[src/deer_pkg.sv]
// ----------------------------------------------------------------------------
// deer_pkg
// Shared types and codes for the duplicate-filtering expiring event ring.
// ----------------------------------------------------------------------------
package deer_pkg;

  localparam int DEER_DEPTH = 16;

  localparam int SRC_W  = 8;
  localparam int SEQ_W  = 16;
  localparam int STR_W  = 16;
  localparam int TIME_W = 32;
  localparam int EXP_W  = 16;
  localparam int STAT_W = 2;
  localparam int OUT_CNT_W = 5;

  localparam int APB_AW = 3;
  localparam int APB_DW = 32;

  typedef enum logic {
    CMD_ARRIVAL = 1'b0,
    CMD_SWEEP   = 1'b1
  } deer_cmd_e;

  typedef enum logic [STAT_W-1:0] {
    STAT_STORED = 2'd0,
    STAT_DUP    = 2'd1,
    STAT_FULL   = 2'd2,
    STAT_SWEEP  = 2'd3
  } deer_status_e;

  typedef enum logic {
    REG_EXPIRY = 1'b0,
    REG_NONE   = 1'b1
  } deer_reg_e;

  localparam logic [EXP_W-1:0] EXPIRY_RESET = 16'd1000;

  typedef struct packed {
    logic [SRC_W-1:0]  source;
    logic [SEQ_W-1:0]  seq;
    logic [STR_W-1:0]  strength;
    logic [TIME_W-1:0] stamp;
  } deer_entry_t;

  typedef struct packed {
    logic [SRC_W-1:0]  source;
    logic [SEQ_W-1:0]  seq;
    logic [TIME_W-1:0] now;
    logic [EXP_W-1:0]  expiry;
  } deer_key_t;

  typedef struct packed {
    logic match;
    logic expired;
  } deer_cmp_t;

endpackage

[src/dedup_expiring_event_ring.sv]
// ----------------------------------------------------------------------------
// dedup_expiring_event_ring
// Ring of timestamped events with duplicate filter and expiry sweep.
// ----------------------------------------------------------------------------
// One transaction is handled at a time. An arrival that is not a duplicate is
// compared with every occupied entry, one entry compared per cycle, and then
// inserted; a duplicate ends the walk at the matching entry, and an arrival on
// an empty ring goes straight to the insert. A sweep removes expired entries
// from head and stops at an unexpired entry or when the ring is empty; a sweep
// on an empty ring goes straight to the result. s_axis_tready returns in the
// same cycle that m_axis_tvalid rises, as the result is loaded, and a result
// held by m_axis_tready stalls the next one. The walk uses the single read
// port of the entry memory, which the sequencer steps from head one entry per
// cycle through one shared compare unit. Entries need no clearing after
// reset: only occupied entries are ever compared. Status values: 0 stored,
// 1 duplicate, 2 ring full, 3 sweep done.
// ----------------------------------------------------------------------------
module dedup_expiring_event_ring #(
  parameter int RING_DEPTH = deer_pkg::DEER_DEPTH
) (
  input  logic                          clk_i,
  input  logic                          rst_ni,
  // s_axis_tdata: source_id[7:0], seq_count[23:8], strength[39:24], now_ms[71:40]
  input  logic [71:0]                   s_axis_tdata,
  // s_axis_tuser: cmd[0]
  input  logic [0:0]                    s_axis_tuser,
  input  logic                          s_axis_tvalid,
  output logic                          s_axis_tready,
  // m_axis_tdata: occupancy[4:0], removed[9:5], zero[15:10]
  output logic [15:0]                   m_axis_tdata,
  // m_axis_tuser: status[1:0]
  output logic [deer_pkg::STAT_W-1:0]   m_axis_tuser,
  output logic                          m_axis_tvalid,
  input  logic                          m_axis_tready,
  input  logic                          psel,
  input  logic                          penable,
  input  logic                          pwrite,
  input  logic [deer_pkg::APB_AW-1:0]   paddr,
  input  logic [deer_pkg::APB_DW-1:0]   pwdata,
  output logic [deer_pkg::APB_DW-1:0]   prdata,
  output logic                          pready
);
  import deer_pkg::*;

  localparam int IDX_W = (RING_DEPTH > 1) ? $clog2(RING_DEPTH) : 1;
  localparam int CNT_W = $clog2(RING_DEPTH + 1);
  localparam int SUM_W = IDX_W + 1;

  typedef enum logic [4:0] {
    ST_IDLE   = 5'b00001,
    ST_FETCH  = 5'b00010,
    ST_WALK   = 5'b00100,
    ST_INSERT = 5'b01000,
    ST_DONE   = 5'b10000
  } deer_state_e;

  deer_state_e state_q, state_d;
  logic [IDX_W-1:0] head_q, head_d;
  logic [CNT_W-1:0] fill_q, fill_d;
  logic [IDX_W-1:0] ptr_q, ptr_d;
  logic [CNT_W-1:0] cnt_q, cnt_d;
  deer_cmd_e        cmd_q, cmd_d;
  deer_status_e     status_q, status_d;
  logic [EXP_W-1:0] expiry_q, expiry_d;

  deer_entry_t item_q, item_d;

  logic                m_valid_q, m_valid_d;
  deer_status_e        m_status_q, m_status_d;
  logic [OUT_CNT_W-1:0] m_occ_q, m_occ_d;
  logic [OUT_CNT_W-1:0] m_rem_q, m_rem_d;

  deer_entry_t mem [RING_DEPTH];
  deer_entry_t rdata_q;
  logic        mem_we;
  logic [IDX_W-1:0] tail_idx;
  logic [SUM_W-1:0] tail_sum;

  deer_key_t key;
  deer_cmp_t cmp;

  logic s_hs;
  logic cfg_we;
  deer_reg_e cfg_sel;

  function automatic logic [IDX_W-1:0] next_idx(input logic [IDX_W-1:0] idx);
    next_idx = (idx == IDX_W'(RING_DEPTH - 1)) ? '0 : idx + IDX_W'(1);
  endfunction

  // APB register
  assign pready  = 1'b1;
  assign cfg_sel = deer_reg_e'(paddr[2]);
  assign cfg_we  = psel && penable && pwrite && pready;

  always_comb begin
    expiry_d = expiry_q;
    if (cfg_we && cfg_sel == REG_EXPIRY) begin
      expiry_d = pwdata[EXP_W-1:0];
    end
  end

  always_comb begin
    case (cfg_sel)
      REG_EXPIRY: prdata = {{(APB_DW-EXP_W){1'b0}}, expiry_q};
      default:    prdata = '0;
    endcase
  end

  // entry memory
  assign tail_sum = SUM_W'(head_q) + SUM_W'(fill_q);
  assign tail_idx = (tail_sum >= SUM_W'(RING_DEPTH)) ? IDX_W'(tail_sum - SUM_W'(RING_DEPTH))
                                                     : IDX_W'(tail_sum);

  always_ff @(posedge clk_i) begin
    if (mem_we) begin
      mem[tail_idx] <= item_q;
    end
    rdata_q <= mem[ptr_q];
  end

  // compare unit
  assign key.source = item_q.source;
  assign key.seq    = item_q.seq;
  assign key.now    = item_q.stamp;
  assign key.expiry = expiry_q;

  deer_cmp u_cmp (
    .entry_i (rdata_q),
    .key_i   (key),
    .res_o   (cmp)
  );

  // sequencer
  assign s_axis_tready = (state_q == ST_IDLE);
  assign s_hs          = s_axis_tvalid && s_axis_tready;

  always_comb begin
    state_d    = state_q;
    head_d     = head_q;
    fill_d     = fill_q;
    ptr_d      = ptr_q;
    cnt_d      = cnt_q;
    cmd_d      = cmd_q;
    status_d   = status_q;
    item_d     = item_q;
    mem_we     = 1'b0;
    m_valid_d  = m_valid_q;
    m_status_d = m_status_q;
    m_occ_d    = m_occ_q;
    m_rem_d    = m_rem_q;

    if (m_axis_tvalid && m_axis_tready) begin
      m_valid_d = 1'b0;
    end

    case (state_q)
      ST_IDLE: begin
        if (s_hs) begin
          cmd_d           = deer_cmd_e'(s_axis_tuser[0]);
          item_d.source   = s_axis_tdata[7:0];
          item_d.seq      = s_axis_tdata[23:8];
          item_d.strength = s_axis_tdata[39:24];
          item_d.stamp    = s_axis_tdata[71:40];
          ptr_d           = head_q;
          cnt_d           = '0;
          status_d        = STAT_SWEEP;
          if (fill_q != '0) begin
            state_d = ST_FETCH;
          end else if (deer_cmd_e'(s_axis_tuser[0]) == CMD_ARRIVAL) begin
            state_d = ST_INSERT;
          end else begin
            state_d = ST_DONE;
          end
        end
      end
      ST_FETCH: begin
        ptr_d   = next_idx(ptr_q);
        state_d = ST_WALK;
      end
      ST_WALK: begin
        ptr_d = next_idx(ptr_q);
        if (cmd_q == CMD_ARRIVAL) begin
          if (cmp.match) begin
            status_d = STAT_DUP;
            state_d  = ST_DONE;
          end else begin
            cnt_d = cnt_q + CNT_W'(1);
            if (cnt_q + CNT_W'(1) == fill_q) begin
              state_d = ST_INSERT;
            end
          end
        end else begin
          status_d = STAT_SWEEP;
          if (cmp.expired) begin
            head_d = next_idx(head_q);
            fill_d = fill_q - CNT_W'(1);
            cnt_d  = cnt_q + CNT_W'(1);
            if (fill_q == CNT_W'(1)) begin
              state_d = ST_DONE;
            end
          end else begin
            state_d = ST_DONE;
          end
        end
      end
      ST_INSERT: begin
        if (fill_q == CNT_W'(RING_DEPTH)) begin
          status_d = STAT_FULL;
        end else begin
          mem_we   = 1'b1;
          fill_d   = fill_q + CNT_W'(1);
          status_d = STAT_STORED;
        end
        state_d = ST_DONE;
      end
      ST_DONE: begin
        if (!m_valid_q || m_axis_tready) begin
          m_valid_d  = 1'b1;
          m_status_d = status_q;
          m_occ_d    = OUT_CNT_W'(fill_q);
          m_rem_d    = (cmd_q == CMD_SWEEP) ? OUT_CNT_W'(cnt_q) : '0;
          state_d    = ST_IDLE;
        end
      end
      default: begin
        state_d = ST_IDLE;
      end
    endcase
  end

  always_ff @(posedge clk_i or negedge rst_ni) begin
    if (!rst_ni) begin
      state_q   <= ST_IDLE;
      head_q    <= '0;
      fill_q    <= '0;
      ptr_q     <= '0;
      cnt_q     <= '0;
      cmd_q     <= CMD_ARRIVAL;
      status_q  <= STAT_STORED;
      expiry_q  <= EXPIRY_RESET;
      m_valid_q <= 1'b0;
    end else begin
      state_q   <= state_d;
      head_q    <= head_d;
      fill_q    <= fill_d;
      ptr_q     <= ptr_d;
      cnt_q     <= cnt_d;
      cmd_q     <= cmd_d;
      status_q  <= status_d;
      expiry_q  <= expiry_d;
      m_valid_q <= m_valid_d;
    end
  end

  always_ff @(posedge clk_i) begin
    item_q     <= item_d;
    m_status_q <= m_status_d;
    m_occ_q    <= m_occ_d;
    m_rem_q    <= m_rem_d;
  end

  assign m_axis_tvalid = m_valid_q;
  assign m_axis_tuser  = m_status_q;
  assign m_axis_tdata  = {6'b0, m_rem_q, m_occ_q};

  // assertions
  a_fill_bound: assert property (@(posedge clk_i) disable iff (!rst_ni)
    fill_q <= CNT_W'(RING_DEPTH))
    else $error("fill count above ring depth");

  a_busy_after_accept: assert property (@(posedge clk_i) disable iff (!rst_ni)
    s_hs |=> !s_axis_tready)
    else $error("ready while a transaction is in progress");

  a_result_from_done: assert property (@(posedge clk_i) disable iff (!rst_ni)
    $rose(m_axis_tvalid) |-> $past(state_q == ST_DONE))
    else $error("result raised outside the done state");

  a_insert_grows: assert property (@(posedge clk_i) disable iff (!rst_ni)
    (state_q == ST_INSERT && fill_q != CNT_W'(RING_DEPTH)) |=>
      fill_q == $past(fill_q) + CNT_W'(1))
    else $error("insert did not grow the ring");

  a_head_moves_in_walk: assert property (@(posedge clk_i) disable iff (!rst_ni)
    (state_q != ST_WALK) |=> $stable(head_q))
    else $error("head moved outside a sweep walk");

endmodule

[src/deer_cmp.sv]
// ----------------------------------------------------------------------------
// deer_cmp
// Shared entry compare unit: duplicate match and wrapping age check.
// ----------------------------------------------------------------------------
module deer_cmp (
  input  deer_pkg::deer_entry_t entry_i,
  input  deer_pkg::deer_key_t   key_i,
  output deer_pkg::deer_cmp_t   res_o
);
  import deer_pkg::*;

  logic [TIME_W-1:0] age;

  assign age           = key_i.now - entry_i.stamp;
  assign res_o.match   = (entry_i.seq == key_i.seq) && (entry_i.source == key_i.source);
  assign res_o.expired = age > {{(TIME_W-EXP_W){1'b0}}, key_i.expiry};

endmodule

[config.mk]
export PLATFORM = sky130hd
export DESIGN_NAME = dedup_expiring_event_ring
export DESIGN_NICKNAME = d
export VERILOG_FILES = /design/src/deer_pkg.sv /design/src/dedup_expiring_event_ring.sv /design/src/deer_cmp.sv
export SDC_FILE = /design/constraint.sdc
export NUM_CORES = 1
export LEC_CHECK = 0
export BUFFER_PORTS_ARGS = -buffer_cell sky130_fd_sc_hd__buf_2
export CELL_PAD_IN_SITES_DETAIL_PLACEMENT = 0
export CELL_PAD_IN_SITES_GLOBAL_PLACEMENT = 2
export CORE_UTILIZATION = 31
export DETAILED_ROUTE_END_ITERATION = 16
export PLACE_DENSITY = 0.53
export RECOVER_POWER = 25
export SLEW_MARGIN = 20
export SYNTH_ARGS = -nofsm -noshare
export SYNTH_HDL_FRONTEND = slang
export SYNTH_SLANG_ARGS = --single-unit
[constraint.sdc]
create_clock -name clk_i -period 14.05 [get_ports clk_i]
set_input_delay 2.1075 -clock clk_i [delete_from_list [all_inputs] [get_ports clk_i]]
set_output_delay 2.1075 -clock clk_i [all_outputs]
set_load 0.05 [all_outputs]
==> results.json <==
{
  "status": "finished, final reports clean",
  "finalSetupTns_ps": 0,
  "synth_ff_type": "edfxtp_1",
  "port_buffers": 110,
  "ioPinCount": 168,
  "drc": 0,
  "diodes": 0,
  "fmax_ghz": 0.148,
  "startpoint": "item_q[0]",
  "min-delay-path-class": "flop to flop",
  "wire_per_inst_um": 26.0,
  "cts_resized": 0,
  "nets": 2815,
  "synthTopCellsByArea": "edfxtp_1 (68%), mux4_2 (5.9%), mux2i_1 (4.0%), dfxtp_1 (2.6%), dfrtp_1 (2.1%)",
  "synth_warnings": 0,
  "vias_per_cell": 5.05,
  "synth_xor_area_frac": 0.0123,
  "cts_tree": "done",
  "max-vdd-ir-drop_mv": 0.109,
  "synth_cells": 2489,
  "hold_end": "m_axis_tuser[0]",
  "grt_pass1_wl_mm": 171,
  "yosysUniqueCellTypes": 80,
  "r2r-end": "fill_q[2]",
  "yosys_register_bits": 1063,
  "maxCapViolCount": 0,
  "dieArea_um2": 139000,
  "netlist_area_um2": 42700,
  "worstSetupPathType": "flop to flop",
  "antenna_found_initial": 2,
  "synth_top_area_cell": "edfxtp_1",
  "ys_seq_area_frac": 0.729,
  "worstSetupEndpointType": "flop",
  "dr.pass1.iters": 5,
  "holdPathStages": 0,
  "rrSetupSlack_ps": 7280,
  "min_period_ps": 6770,
  "postRouteAntennaNets": 0,
  "synth_top_area_frac": 0.678,
  "synth_mux_area_frac": 0.119,
  "start_kind": "flop",
  "synth_compound_gate_area_share": 0.0692,
  "arrival_ps": 7340,
  "cts-root-buf": "clkbuf_16",
  "cellPowerDensity_nw_per_um2": 188,
  "synth_adder_area_share": 0.0173,
  "cts.sinks": 1063,
  "grt_pass1_vias": 23918,
  "r2r_cells": 22,
  "ctsHtreeMaxLevel": 3,
  "cts_made_buffers": 119,
  "grt_overflow": 0,
  "final_layout_size_suffix_gt1_frac": 0.207,
  "worstHoldStart": "status_q[0]",
  "die_h_um": 373,
  "vias": 22874,
  "synth_top_family_by_area": "multiplexers",
  "r2r-start": "item_q[0]",
  "final-hold-violation-count": 0,
  "path_clk_slew_ps": 60,
  "syn2layout_area_growth_pct": 15.4,
  "hpwl_mm": 63.4,
  "slew_violations": 0,
  "cts.path.max_buffers": 3,
  "routabilityCongestion": 0.818,
  "slew_headroom": 0.254,
  "num_rows": 135,
  "clock_skew_ps": 63.2,
  "worstMarginPinSlew_ps": 1100,
  "drtIter0Drc": 1397,
  "grtUsageTotal": 0.169,
  "post_cts_buffers": 0,
  "dpl.cell_count": 4302,
  "worstPathMaxFanout": 17,
  "leakage_nw": 16.2,
  "worstPathRequired_ps": 14630,
  "yosys.area_share.simple": 0.0323,
  "syn_area_per_cell_um2": 17.2,
  "totalWireLength_mm": 118,
  "fill_cells": 12834,
  "final_cells": 4528,
  "core_area_um2": 136000,
  "rsz0062_at_grt": "false",
  "chipWidth_um": 373,
  "utilization": 0.362,
  "synthArstFlopShare": 0.0405,
  "fin_crit_sh": 0.482,
  "hold_buffers": 0,
  "clk_latency_ps": 750,
  "final-setup-viol-count": 0,
  "initial_utilization": 0.314,
  "synth_edf_count": 964,
  "grt_max_degree": 108
}
==> Yosys cell counts, drive strengths merged, types with 9 or more instances <==
master,number
a21o,9
a21oi,113
a221oi,57
a22oi,58
a31oi,14
and2,9
buf,58
clkbuf,84
dfrtp,36
dfxtp,56
edfxtp,964
ha,56
inv,56
mux2,76
mux2i,171
mux4,112
nand2,120
nand2b,9
nand3,13
nand4,22
nor2,69
nor2b,9
nor4,9
o21ai,149
xnor2,40
xor2,20
==> stage by stage <==
stage	hold slack (ps)	area (um^2)	worst slack, ps	power [mW]
floorplan	423	42800	8800	5.57
detailed placement	444	45400	7370	6.32
CTS	460	49300	7300	9.39
finish	458	49300	7280	9.25
global placement	440	45400	7410	6.30
global route	472	49300	6810	9.71
==> placed cells by master (no fill, tap or decap), types with 6 or more instances in the layout <==
cell,n
nand2b_1,8
nand4_1,21
nand2_1,119
nor2b_1,7
a221oi_1,57
clkbuf_1,28
xor2_1,20
inv_1,55
clkinvlp_4,7
buf_4,41
a21o_1,9
dfxtp_1,56
a22oi_1,58
nor2_4,16
edfxtp_1,964
ha_1,56
bufinv_16,7
o21a_1,6
a21oi_1,110
buf_2,110
clkinv_2,25
xnor2_1,40
mux4_2,112
nor4_1,9
o21ai_0,144
nor3_1,8
conb_1,23
mux2_2,74
dfstp_2,7
a31oi_1,12
clkbuf_16,120
nand3_1,13
clkinv_1,19
and2_1,8
clkbuf_8,9
o211ai_1,8
mux2i_1,171
dfrtp_1,32
nand3b_1,7
nor2_1,53
==> kinds of logic after synthesis <==
family	count (synthesis)
adders and majority gates	58
AOI/OAI and AO/OA	456
muxes	359
xor gates and xnor gates	60
other	2
and+or+nand+nor	293
DFF	1063
buffers and inverters	198
==> state kept, by name (all words and copies together) (netlist names), 5 cells and up <==
| name | cells |
|---|---|
| fill_q | 5 |
| expiry_q | 16 |
| m_rem_q | 5 |
| cnt_q | 5 |
| rdata_q | 56 |
| m_occ_q | 5 |
| state_q | 5 |
| item_q | 56 |
| mem | 896 |
==> layout make-up <==
| class | instances | area (um^2) | share of cell area |
|---|---|---|---|
| clock buffers | 157 | 3230 | 0.0656 |
| flip-flops and latches | 1063 | 31200 | 0.632 |
| well taps | 1781 | 2230 | 0.0452 |
| inverters | 56 | 213 | 0.00432 |
| clock inverters | 69 | 617 | 0.0125 |
| repair buffers | 153 | 898 | 0.0182 |
| multi-input cells | 1249 | 10900 | 0.222 |
==> critical path, stage by stage (launching register included) <==
cell and delay [ps]:
edfxtp_1 660, inv_1 100, ha_1 280, fa_1 420
nor2b_1 190, o2111ai_1 240, a21oi_1 440, o21bai_1 250
a21oi_1 220, nor2b_1 70, xnor2_1 320, ha_1 330
nand4_1 140, nor2_1 70, a221o_1 320, o31a_1 320
nand4bb_1 240, a2111oi_2 380, o2111ai_1 230, a2111oi_4 530
a21oi_2 290, or2_1 320, a32o_1 230
==> worst max path at each step <==
stage	end	slack [ps]	cells past startpoint
floorplan	prdata[10]	8800	3
global placement	fill_q[2]	7410	22
detailed placement	fill_q[2]	7370	22
CTS	fill_q[2]	7300	22
global route	fill_q[2]	6810	22
finish	fill_q[2]	7280	22
==> power by group <==
part | leakage [nW] | switching [mW] | internal, mW
clock | 1.87 | 1.28 | 1.75
combinational | 4.64 | 1.26 | 0.834
sequential | 9.68 | 0.314 | 3.82
==> layer usage <==
layer,GRT usage,part of all wire,up-vias
li1,-,-,10161
met1,0.233,0.46,12032
met2,0.281,0.48,529
met3,0.0255,0.038,152
met4,0.0387,0.018,0
met5,0,0,-
Power figures use the tool's default switching activity.
